$ cat src/hdl/e2d_pkg.sv
// Shared widths, constants and calendar helpers for the epoch seconds to date converter.
package e2d_pkg;

   localparam int SECONDS_BITS  = 32;
   localparam int SEC_IN_W      = 32;
   localparam int YEAR_W        = 12;
   localparam int MONTH_W       = 4;
   localparam int DOM_W         = 5;
   localparam int HOUR_W        = 5;
   localparam int MINUTE_W      = 6;
   localparam int SECOND_W      = 6;

   localparam int NUM_STAGES    = 16;

   localparam int MIN_SECS      = 60;
   localparam int HOUR_MINS     = 60;
   localparam int DAY_HOURS     = 24;
   localparam int YEAR_DAYS     = 365;
   localparam int QUAD_DAYS     = 1460;
   localparam int CENTURY_DAYS  = 36524;
   localparam int CYCLE_DAYS    = 146097;
   localparam int CYCLE_YEARS   = 400;
   localparam int MARCH_OFFSET  = 60;
   localparam int Z_OFFSET      = CYCLE_DAYS - MARCH_OFFSET;
   localparam int EPOCH_RESET   = 1970;

   localparam int Q60A_W        = SECONDS_BITS - 5;
   localparam int Q60B_W        = Q60A_W - 5;
   localparam int DAYS_W        = Q60B_W - 4;
   localparam int R60_W         = 7;
   localparam int R24_W         = 6;

   localparam longint unsigned RECIP_60A = (64'd1 << SECONDS_BITS) / MIN_SECS;
   localparam longint unsigned RECIP_60B = (64'd1 << Q60A_W) / HOUR_MINS;
   localparam longint unsigned RECIP_24  = (64'd1 << Q60B_W) / DAY_HOURS;

   localparam int BASE_W        = 21;
   localparam int ABS_W         = ((DAYS_W > BASE_W) ? DAYS_W : BASE_W) + 1;
   localparam int ERA_W         = ABS_W - 17;
   localparam longint unsigned RECIP_ERA = (64'd1 << ABS_W) / CYCLE_DAYS;

   localparam int DOE_W         = 18;
   localparam int Q1460_W       = DOE_W - 10;
   localparam int R365_W        = DOE_W - 8;
   localparam int QC_W          = 3;
   localparam int YOE_W         = 9;
   localparam int DOY_W         = 9;
   localparam int MP_W          = 4;
   localparam int C100_W        = 2;
   localparam longint unsigned RECIP_1460 = (64'd1 << DOE_W) / QUAD_DAYS;
   localparam longint unsigned RECIP_365  = (64'd1 << DOE_W) / YEAR_DAYS;

   localparam int YP_W          = YEAR_W + 1;
   localparam int CENT_W        = 6;
   localparam int DIV100_RECIP  = 5243;
   localparam int DIV100_W      = 13;
   localparam int DIV100_SHIFT  = 19;

   // first day of each month counted from March 1
   function automatic logic [DOY_W-1:0] month_start(input logic [MP_W-1:0] mp);
      logic [DOY_W-1:0] start;
      case (mp)
         4'd0:    start = 9'd0;
         4'd1:    start = 9'd31;
         4'd2:    start = 9'd61;
         4'd3:    start = 9'd92;
         4'd4:    start = 9'd122;
         4'd5:    start = 9'd153;
         4'd6:    start = 9'd184;
         4'd7:    start = 9'd214;
         4'd8:    start = 9'd245;
         4'd9:    start = 9'd275;
         4'd10:   start = 9'd306;
         4'd11:   start = 9'd337;
         default: start = 9'd0;
      endcase
      return start;
   endfunction

endpackage

$ cat src/hdl/e2d_epoch_base.sv
// Epoch year register and the day number of its January 1 counted from year zero.
module e2d_epoch_base
   import e2d_pkg::*;
(
   input  logic              clock,
   input  logic              reset,
   input  logic              csr_valid,
   output logic              csr_ready,
   input  logic [YEAR_W-1:0] csr_epoch_year,
   output logic [BASE_W-1:0] base_days
);

   localparam int PROD_W = YP_W + DIV100_W;

   logic [YEAR_W-1:0] epoch_ff;
   logic [YEAR_W-1:0] epoch_in;
   logic [YEAR_W-1:0] yr_ff;
   logic [CENT_W-1:0] cent_lo_ff;
   logic [CENT_W-1:0] cent_lo_in;
   logic [CENT_W-1:0] cent_hi_ff;
   logic [CENT_W-1:0] cent_hi_in;
   logic [BASE_W-1:0] base_ff;
   logic [BASE_W-1:0] base_in;
   logic [YP_W-1:0]   lo_x;
   logic [YP_W-1:0]   hi_x;
   logic [YP_W-1:0]   quad_x;
   logic [PROD_W-1:0] lo_prod;
   logic [PROD_W-1:0] hi_prod;

   assign csr_ready = 1'b1;
   assign epoch_in  = (csr_valid && csr_ready) ? csr_epoch_year : epoch_ff;

   always_comb begin
      lo_x       = YP_W'(epoch_ff) + YP_W'(99);
      hi_x       = YP_W'(epoch_ff) + YP_W'(399);
      lo_prod    = PROD_W'(lo_x) * PROD_W'(DIV100_RECIP);
      hi_prod    = PROD_W'(hi_x) * PROD_W'(DIV100_RECIP);
      cent_lo_in = lo_prod[DIV100_SHIFT +: CENT_W];
      cent_hi_in = hi_prod[DIV100_SHIFT +: CENT_W];
      quad_x     = YP_W'(yr_ff) + YP_W'(3);
      base_in    = BASE_W'(yr_ff) * BASE_W'(YEAR_DAYS) + BASE_W'(quad_x >> 2)
                   - BASE_W'(cent_lo_ff) + BASE_W'(cent_hi_ff >> 2);
   end

   always_ff @(posedge clock) begin
      if (reset) begin
         epoch_ff <= YEAR_W'(EPOCH_RESET);
      end else begin
         epoch_ff <= epoch_in;
      end
   end

   always_ff @(posedge clock) begin
      yr_ff      <= epoch_ff;
      cent_lo_ff <= cent_lo_in;
      cent_hi_ff <= cent_hi_in;
      base_ff    <= base_in;
   end

   assign base_days = base_ff;

endmodule

$ cat src/hdl/epoch_seconds_to_date.sv
// Top level: pipelined conversion of epoch seconds to calendar date and time of day.
//
// req_ channel carries a seconds count; a transaction is taken when req_valid is
// high and req_stall is low. rsp_ channel returns year, month, day, hour, minute
// and second; a transaction completes when rsp_valid is high and rsp_stall low.
// csr_ channel writes the epoch year (reset value 1970); csr_ready is always high.
// Write it only while no transaction is in flight.
// From request to result a transaction passes six stages for the time of day
// (three reciprocal multiply and correct steps), one for the day number, six for
// era and year of era (three more such steps), then day of year, month and the
// output register. Throughput is one transaction per cycle without output stalls.
// While rsp_valid is high and rsp_stall is high the whole pipeline holds and
// req_stall is raised; nothing is dropped or repeated.
// Reset clears all valid bits and loads the epoch year; the derived day
// offset settles in u_base well before any request reaches the stage using it.
module epoch_seconds_to_date
   import e2d_pkg::*;
(
   input  logic                clock,
   input  logic                reset,
   input  logic                req_valid,
   output logic                req_stall,
   input  logic [SEC_IN_W-1:0] req_seconds_count,
   output logic                rsp_valid,
   input  logic                rsp_stall,
   output logic [YEAR_W-1:0]   rsp_year_out,
   output logic [MONTH_W-1:0]  rsp_month_out,
   output logic [DOM_W-1:0]    rsp_day_out,
   output logic [HOUR_W-1:0]   rsp_hour_out,
   output logic [MINUTE_W-1:0] rsp_minute_out,
   output logic [SECOND_W-1:0] rsp_second_out,
   input  logic                csr_valid,
   output logic                csr_ready,
   input  logic [YEAR_W-1:0]   csr_epoch_year
);

   localparam int P1_W  = SECONDS_BITS + Q60A_W;
   localparam int P3_W  = Q60A_W + Q60B_W;
   localparam int P5_W  = Q60B_W + DAYS_W;
   localparam int P8_W  = ABS_W + ERA_W;
   localparam int P10_W = DOE_W + Q1460_W;
   localparam int P12_W = DOE_W + R365_W;

   logic                    adv;
   logic [NUM_STAGES:1]     vld_ff;
   logic [NUM_STAGES:1]     vld_in;
   logic [BASE_W-1:0]       base_days;

   logic [SECOND_W-1:0]     sec_ff  [2:NUM_STAGES];
   logic [MINUTE_W-1:0]     min_ff  [4:NUM_STAGES];
   logic [HOUR_W-1:0]       hour_ff [6:NUM_STAGES];
   logic [SECOND_W-1:0]     sec_in;
   logic [MINUTE_W-1:0]     min_in;
   logic [HOUR_W-1:0]       hour_in;

   logic [SECONDS_BITS-1:0] s1_t_ff, s1_t_in;
   logic [Q60A_W-1:0]       s1_q_ff, s1_q_in;
   logic [P1_W-1:0]         s1_prod;
   logic [SECONDS_BITS-1:0] s2_rem;
   logic [Q60A_W-1:0]       s2_q_ff, s2_q_in;
   logic [Q60B_W-1:0]       s3_q_ff, s3_q_in;
   logic [Q60A_W-1:0]       s3_x_ff;
   logic [P3_W-1:0]         s3_prod;
   logic [Q60A_W-1:0]       s4_rem;
   logic [Q60B_W-1:0]       s4_q_ff, s4_q_in;
   logic [Q60B_W-1:0]       s5_x_ff;
   logic [DAYS_W-1:0]       s5_q_ff, s5_q_in;
   logic [P5_W-1:0]         s5_prod;
   logic [Q60B_W-1:0]       s6_rem;
   logic [DAYS_W-1:0]       s6_days_ff, s6_days_in;
   logic [ABS_W-1:0]        s7_z_ff, s7_z_in;
   logic [ABS_W-1:0]        s8_z_ff;
   logic [ERA_W-1:0]        s8_q_ff, s8_q_in;
   logic [P8_W-1:0]         s8_prod;
   logic [ABS_W-1:0]        s9_rem;
   logic [DOE_W-1:0]        s9_doe_ff, s9_doe_in;
   logic [ERA_W-1:0]        s9_era_ff, s9_era_in;
   logic [P10_W-1:0]        s10_prod;
   logic [DOE_W-1:0]        s10_doe_ff;
   logic [ERA_W-1:0]        s10_era_ff;
   logic [Q1460_W-1:0]      s10_q_ff, s10_q_in;
   logic [QC_W-1:0]         s10_qc_ff, s10_qc_in;
   logic                    s10_last_ff, s10_last_in;
   logic [DOE_W-1:0]        s11_rem;
   logic [Q1460_W-1:0]      s11_q;
   logic [DOE_W-1:0]        s11_n_ff, s11_n_in;
   logic [DOE_W-1:0]        s11_doe_ff;
   logic [ERA_W-1:0]        s11_era_ff;
   logic [P12_W-1:0]        s12_prod;
   logic [DOE_W-1:0]        s12_n_ff;
   logic [YOE_W-1:0]        s12_q_ff, s12_q_in;
   logic [DOE_W-1:0]        s12_doe_ff;
   logic [ERA_W-1:0]        s12_era_ff;
   logic [DOE_W-1:0]        s13_rem;
   logic [YOE_W-1:0]        s13_yoe_ff, s13_yoe_in;
   logic [DOE_W-1:0]        s13_doe_ff;
   logic [ERA_W-1:0]        s13_era_ff;
   logic [C100_W-1:0]       s14_c100;
   logic [DOE_W-1:0]        s14_yday;
   logic [DOY_W-1:0]        s14_doy_ff, s14_doy_in;
   logic [YEAR_W-1:0]       s14_ybase_ff, s14_ybase_in;
   logic [MP_W-1:0]         s15_mp_ff, s15_mp_in;
   logic [DOY_W-1:0]        s15_doy_ff;
   logic [YEAR_W-1:0]       s15_ybase_ff;
   logic [YEAR_W-1:0]       year_ff, year_in;
   logic [MONTH_W-1:0]      month_ff, month_in;
   logic [DOM_W-1:0]        day_ff, day_in;

   e2d_epoch_base u_base (
      .clock          (clock),
      .reset          (reset),
      .csr_valid      (csr_valid),
      .csr_ready      (csr_ready),
      .csr_epoch_year (csr_epoch_year),
      .base_days      (base_days)
   );

   assign adv       = !(vld_ff[NUM_STAGES] && rsp_stall);
   assign req_stall = !adv;
   assign vld_in    = {vld_ff[NUM_STAGES-1:1], req_valid};

   always_ff @(posedge clock) begin
      if (reset) begin
         vld_ff <= '0;
      end else if (adv) begin
         vld_ff <= vld_in;
      end
   end

   // time of day: divide by 60, 60, 24
   always_comb begin
      s1_t_in = SECONDS_BITS'(req_seconds_count);
      s1_prod = P1_W'(s1_t_in) * P1_W'(RECIP_60A);
      s1_q_in = s1_prod[SECONDS_BITS +: Q60A_W];

      s2_rem = s1_t_ff - SECONDS_BITS'(s1_q_ff) * SECONDS_BITS'(MIN_SECS);
      if (s2_rem[R60_W-1:0] >= R60_W'(MIN_SECS)) begin
         s2_q_in = s1_q_ff + Q60A_W'(1);
         sec_in  = SECOND_W'(s2_rem[R60_W-1:0] - R60_W'(MIN_SECS));
      end else begin
         s2_q_in = s1_q_ff;
         sec_in  = SECOND_W'(s2_rem[R60_W-1:0]);
      end

      s3_prod = P3_W'(s2_q_ff) * P3_W'(RECIP_60B);
      s3_q_in = s3_prod[Q60A_W +: Q60B_W];

      s4_rem = s3_x_ff - Q60A_W'(s3_q_ff) * Q60A_W'(HOUR_MINS);
      if (s4_rem[R60_W-1:0] >= R60_W'(HOUR_MINS)) begin
         s4_q_in = s3_q_ff + Q60B_W'(1);
         min_in  = MINUTE_W'(s4_rem[R60_W-1:0] - R60_W'(HOUR_MINS));
      end else begin
         s4_q_in = s3_q_ff;
         min_in  = MINUTE_W'(s4_rem[R60_W-1:0]);
      end

      s5_prod = P5_W'(s4_q_ff) * P5_W'(RECIP_24);
      s5_q_in = s5_prod[Q60B_W +: DAYS_W];

      s6_rem = s5_x_ff - Q60B_W'(s5_q_ff) * Q60B_W'(DAY_HOURS);
      if (s6_rem[R24_W-1:0] >= R24_W'(DAY_HOURS)) begin
         s6_days_in = s5_q_ff + DAYS_W'(1);
         hour_in    = HOUR_W'(s6_rem[R24_W-1:0] - R24_W'(DAY_HOURS));
      end else begin
         s6_days_in = s5_q_ff;
         hour_in    = HOUR_W'(s6_rem[R24_W-1:0]);
      end
   end

   // day number, 400-year era and day of era
   always_comb begin
      s7_z_in = ABS_W'(base_days) + ABS_W'(s6_days_ff) + ABS_W'(Z_OFFSET);

      s8_prod = P8_W'(s7_z_ff) * P8_W'(RECIP_ERA);
      s8_q_in = s8_prod[ABS_W +: ERA_W];

      s9_rem = s8_z_ff - ABS_W'(s8_q_ff) * ABS_W'(CYCLE_DAYS);
      if (s9_rem >= ABS_W'(CYCLE_DAYS)) begin
         s9_doe_in = DOE_W'(s9_rem - ABS_W'(CYCLE_DAYS));
         s9_era_in = s8_q_ff + ERA_W'(1);
      end else begin
         s9_doe_in = DOE_W'(s9_rem);
         s9_era_in = s8_q_ff;
      end
   end

   // year of era
   always_comb begin
      s10_prod = P10_W'(s9_doe_ff) * P10_W'(RECIP_1460);
      s10_q_in = s10_prod[DOE_W +: Q1460_W];
      s10_qc_in = '0;
      for (int k = 1; k <= 4; k++) begin
         if (s9_doe_ff >= DOE_W'(k * CENTURY_DAYS)) begin
            s10_qc_in = s10_qc_in + QC_W'(1);
         end
      end
      s10_last_in = (s9_doe_ff == DOE_W'(CYCLE_DAYS - 1));

      s11_rem = s10_doe_ff - DOE_W'(s10_q_ff) * DOE_W'(QUAD_DAYS);
      s11_q   = (s11_rem >= DOE_W'(QUAD_DAYS)) ? s10_q_ff + Q1460_W'(1) : s10_q_ff;
      s11_n_in = s10_doe_ff - DOE_W'(s11_q) + DOE_W'(s10_qc_ff) - DOE_W'(s10_last_ff);

      s12_prod = P12_W'(s11_n_ff) * P12_W'(RECIP_365);
      s12_q_in = s12_prod[DOE_W +: YOE_W];

      s13_rem    = s12_n_ff - DOE_W'(s12_q_ff) * DOE_W'(YEAR_DAYS);
      s13_yoe_in = (s13_rem >= DOE_W'(YEAR_DAYS)) ? s12_q_ff + YOE_W'(1) : s12_q_ff;
   end

   // day of year, month and final fields
   always_comb begin
      s14_c100 = '0;
      for (int k = 1; k <= 3; k++) begin
         if (s13_yoe_ff >= YOE_W'(k * 100)) begin
            s14_c100 = s14_c100 + C100_W'(1);
         end
      end
      s14_yday = s13_doe_ff - (DOE_W'(s13_yoe_ff) * DOE_W'(YEAR_DAYS)
                 + DOE_W'(s13_yoe_ff >> 2) - DOE_W'(s14_c100));
      s14_doy_in   = DOY_W'(s14_yday);
      s14_ybase_in = YEAR_W'(s13_era_ff) * YEAR_W'(CYCLE_YEARS) + YEAR_W'(s13_yoe_ff)
                     - YEAR_W'(CYCLE_YEARS);

      s15_mp_in = '0;
      for (int k = 1; k <= 11; k++) begin
         if (s14_doy_ff >= month_start(MP_W'(k))) begin
            s15_mp_in = s15_mp_in + MP_W'(1);
         end
      end

      day_in = DOM_W'(s15_doy_ff - month_start(s15_mp_ff) + DOY_W'(1));
      if (s15_mp_ff >= MP_W'(10)) begin
         month_in = MONTH_W'(s15_mp_ff - MP_W'(9));
         year_in  = s15_ybase_ff + YEAR_W'(1);
      end else begin
         month_in = MONTH_W'(s15_mp_ff + MP_W'(3));
         year_in  = s15_ybase_ff;
      end
   end

   always_ff @(posedge clock) begin
      if (adv) begin
         s1_t_ff      <= s1_t_in;
         s1_q_ff      <= s1_q_in;
         s2_q_ff      <= s2_q_in;
         s3_x_ff      <= s2_q_ff;
         s3_q_ff      <= s3_q_in;
         s4_q_ff      <= s4_q_in;
         s5_x_ff      <= s4_q_ff;
         s5_q_ff      <= s5_q_in;
         s6_days_ff   <= s6_days_in;
         s7_z_ff      <= s7_z_in;
         s8_z_ff      <= s7_z_ff;
         s8_q_ff      <= s8_q_in;
         s9_doe_ff    <= s9_doe_in;
         s9_era_ff    <= s9_era_in;
         s10_doe_ff   <= s9_doe_ff;
         s10_era_ff   <= s9_era_ff;
         s10_q_ff     <= s10_q_in;
         s10_qc_ff    <= s10_qc_in;
         s10_last_ff  <= s10_last_in;
         s11_n_ff     <= s11_n_in;
         s11_doe_ff   <= s10_doe_ff;
         s11_era_ff   <= s10_era_ff;
         s12_n_ff     <= s11_n_ff;
         s12_q_ff     <= s12_q_in;
         s12_doe_ff   <= s11_doe_ff;
         s12_era_ff   <= s11_era_ff;
         s13_yoe_ff   <= s13_yoe_in;
         s13_doe_ff   <= s12_doe_ff;
         s13_era_ff   <= s12_era_ff;
         s14_doy_ff   <= s14_doy_in;
         s14_ybase_ff <= s14_ybase_in;
         s15_mp_ff    <= s15_mp_in;
         s15_doy_ff   <= s14_doy_ff;
         s15_ybase_ff <= s14_ybase_ff;
         year_ff      <= year_in;
         month_ff     <= month_in;
         day_ff       <= day_in;

         sec_ff[2] <= sec_in;
         for (int i = 3; i <= NUM_STAGES; i++) begin
            sec_ff[i] <= sec_ff[i-1];
         end
         min_ff[4] <= min_in;
         for (int i = 5; i <= NUM_STAGES; i++) begin
            min_ff[i] <= min_ff[i-1];
         end
         hour_ff[6] <= hour_in;
         for (int i = 7; i <= NUM_STAGES; i++) begin
            hour_ff[i] <= hour_ff[i-1];
         end
      end
   end

   assign rsp_valid      = vld_ff[NUM_STAGES];
   assign rsp_year_out   = year_ff;
   assign rsp_month_out  = month_ff;
   assign rsp_day_out    = day_ff;
   assign rsp_hour_out   = hour_ff[NUM_STAGES];
   assign rsp_minute_out = min_ff[NUM_STAGES];
   assign rsp_second_out = sec_ff[NUM_STAGES];

   a_reset_clears: assert property (@(posedge clock)
      reset |=> (vld_ff == '0))
      else $error("pipeline valid bits not cleared by reset");

   a_doe_range: assert property (@(posedge clock) disable iff (reset)
      vld_ff[9] |-> (s9_doe_ff < DOE_W'(CYCLE_DAYS)))
      else $error("day of era out of range after correction");

   a_time_range: assert property (@(posedge clock) disable iff (reset)
      rsp_valid |-> (rsp_hour_out < HOUR_W'(DAY_HOURS)) &&
                    (rsp_minute_out < MINUTE_W'(HOUR_MINS)) &&
                    (rsp_second_out < SECOND_W'(MIN_SECS)))
      else $error("time of day field out of range");

   a_date_range: assert property (@(posedge clock) disable iff (reset)
      rsp_valid |-> (rsp_month_out >= MONTH_W'(1)) && (rsp_month_out <= MONTH_W'(12)) &&
                    (rsp_day_out >= DOM_W'(1)) && (rsp_day_out <= DOM_W'(31)))
      else $error("month or day field out of range");

endmodule

$ cat config.mk
export PLATFORM = sky130hd
export DESIGN_NAME = epoch_seconds_to_date
export DESIGN_NICKNAME = d
export VERILOG_FILES = /design/src/hdl/e2d_pkg.sv /design/src/hdl/e2d_epoch_base.sv /design/src/hdl/epoch_seconds_to_date.sv
export SDC_FILE = /design/constraint.sdc
export NUM_CORES = 2
export LEC_CHECK = 0
export BUFFER_PORTS_ARGS = -buffer_cell sky130_fd_sc_hd__buf_2
export CAP_MARGIN = 20
export CORE_MARGIN = 8
export CORE_UTILIZATION = 45
export DETAILED_ROUTE_END_ITERATION = 12
export GPL_ROUTABILITY_DRIVEN = 1
export SLEW_MARGIN = 20
export SYNTH_ARGS = -nofsm -noshare
export SYNTH_HDL_FRONTEND = slang
export SYNTH_HIERARCHICAL = 1
export SYNTH_SLANG_ARGS = --single-unit
$ cat constraint.sdc
create_clock -name clock -period 31.3 [get_ports clock]
set_clock_uncertainty 0.05 [all_clocks]
set_input_delay 4.695 -clock clock [delete_from_list [all_inputs] [get_ports clock]]
set_output_delay 4.695 -clock clock [all_outputs]
set_load 0.005 [all_outputs]
==> qor.csv <==
metric;value;unit
yosys.area.top_type_share;27.4;%
io_buffer_count;88;
startpoint_of_the_lowest_slack_register_to_register_path;s10_q_ff[2];
worst_path_most_repeated_cell;buf_2;
postRouteWirelength;133;mm
cp_data_required_time;26.56;ns
fillers;14000;
reg2reg_depth;43;
globalRouteTotalUtil;16.0;%
top_library_cells_by_usage_in_the_layout_fill_and_taps_aside;inv_1 (1,454), ha_1 (1,346), fa_1 (716);
synth_area;70400;um^2
layout.cells.most_common;inv_1;
slew_violations;0;
critical_path.startpoint_type;primary input;
clk-insertion-delay-late;0.70;ns
yosysSeqAreaShare;29.6;%
layout_worst_path_cycle_share;33.8;%
critPathLaunch;rsp_stall;
nets;8472;
route.detailed.drc;0;
cp.arrival;5.83;ns
status;completed;
diodes;0;
critical-path-slowest-cell;inv_1;
max_slew.worst_pin.slew;1.06;ns
post-route-min-period;10.57;ns
synth.lib_cells_used.distinct;100;
register_area;20800;um^2
via_per_inst;4.93;
maxCapViolCount;0;
rsz0062_at_grt;no;
maximum_cell_stage_delay_along_the_critical_path;0.56;ns
holdBufCountCts;0;
path_depth;4;
path_cells;buf_2 > nand2_4 > inv_1 > buf_2;
drt_iter0_drc;1667;
slew_headroom;29.5;%
synth.area.top_cells;edfxtp_1 (27%), ha_1 (24%), fa_1 (20%), inv_1 (7.8%), xnor2_1 (3.7%);
reg2reg_to;s11_n_ff[17];
route.detailed.wl_per_inst;15.7;um
root_buf_cell;clkbuf_16;
core_region_area;156000;um^2
ys_seq_elements;719;
count_of_synthesis_stage_warnings_from_yosys;6;
drtPass1Iterations;5;
dp_hpwl;112;mm
clock.fmax;94.6;MHz
layout-drive-gt1-share;4.48;%
grt_max_degree;85;
antenna_violations_before_repair;1;
final_hold_fails;0;
asyncSetResetFlopFracSynth;0;%
netlist_instances;6232;
grt_pass1_wl;223;mm
critPathKind;primary input to primary output;
via_count;41800;
cts_tree;done;
die-width;412;um
finalSetupViolCount;0;
worst_hold_path_type;flip-flop to flip-flop;
design.die.area;169000;um^2
timing.reg2reg.setup_slack;21.32;ns
netlist.top_cell.by_area;edfxtp_1;
timing.critical_path.to_type;primary output;
worst-path-buf-inv;3;
globalplace.congestion;0.872;
count_of_cells_along_the_worst_hold_path;0;
area_growth;7.90;%
synth_enable_flop_cells;643;
die_y;412;um
critPathTopFamily;buffers and inverters;
cts.sinks;719;
start_util;45.2;%
clk_path_buf_depth;3;
first_global_vias;44100;
top_level_pins;90;
footprint_of_the_multi_input_gates;43800;um^2
detail-route-antenna-nets;0;
cts_resized;0;
final.setup.tns;0;ns
setup.worst_path.end;req_stall;
final_global_route_overflow_total;0;
cts_setup_buffers;0;
ys.flop_type;edfxtp_1;
rows;145;
tritoncts.num_buffers;84;
cts.clk_slew.worst_paths;0.06;ns
crit_fanout;33;
synth_area_per_cell;11.3;um^2
synth_nets;8343;
cts-htree-levels;3;
-- routing by layer --
layer	track usage [%]	part of all wire (%)	vias up
met2	27.5	48	416
met5	0	0	-
met1	21.6	47	20400
li1	-	-	20900
met4	3.40	1.7	0
met3	1.93	2.8	128
-- worst min-delay path by stage --
stage,from,to
final,hour_ff[0][12],hour_ff[0][17]
after global routing,hour_ff[0][12],hour_ff[0][17]
after CTS,s14_ybase_ff[5],s15_ybase_ff[5]
after detailed placement,hour_ff[0][19],hour_ff[0][24]
after global placement,sec_ff[0][0],sec_ff[0][6]
after floorplan,u_base/epoch_ff[2],u_base/yr_ff[2]
-- stage by stage --
stage	hold WS [ns]	util (%)	cells	area [um^2]	worst slack (ns)
finish	0.343	48.8	8489	76000	20.73
global route	0.345	48.8	8489	76000	20.43
CTS	0.333	48.8	8489	76000	20.69
detailed placement	0.355	47.0	8333	73200	20.18
global placement	0.350	47.0	8333	73200	20.21
floorplan	0.276	-	6232	70400	7.54
-- layout make-up --
cell class                      count  area share [%]
Multi-Input combinational cell   4004            57.7
Timing Repair Buffer               98           0.678
Tap cell                         2058            3.39
Inverter                         1454            7.18
Sequential cell                   719            27.4
Clock buffer                      100            2.91
Clock inverter                     56           0.741
-- sequential cells by signal (all words and copies together) (netlist names), 18 cells and up, named ones only --
register,cells
hour_ff,55
min_ff,78
s5_q_ff,18
s4_q_ff,22
s2_q_ff,27
s12_n_ff,18
u_base/base_days,21
s8_z_ff,22
s3_q_ff,22
s10_doe_ff,18
s1_q_ff,27
s11_n_ff,18
s9_doe_ff,18
sec_ff,90
s7_z_ff,22
s6_days_ff,18
-- logic make-up after synthesis --
logic type | after synthesis | synth area share [%]
mux | 35 | 0.540
other cells | 1 | 0.00533
flops | 719 | 29.6
xor+xnor | 428 | 5.46
simple gates | 788 | 5.42
compound gates | 690 | 6.52
buf+inv | 1509 | 8.19
fa+ha+maj | 2062 | 44.3
-- synthesized netlist by cell type, types with 20 or more instances --
master	instances
a211oi_1	24
buf_4	21
a21o_1	110
o21a_1	31
a21oi_1	195
a31oi_1	22
nand4_1	38
nor3_1	63
edfxtp_1	643
nand2b_1	32
inv_1	1454
o21ai_0	115
dfxtp_1	76
and3_1	37
nor2_1	195
o21bai_1	30
nand3_1	77
fa_1	716
mux2i_1	20
xor2_1	127
nor2b_1	34
or3_1	20
xnor2_1	294
nand2_1	220
ha_1	1346
Power is left out: the tool's default activity adds up to more than one toggle a clock period on the data nets, which glitch-free logic cannot reach.
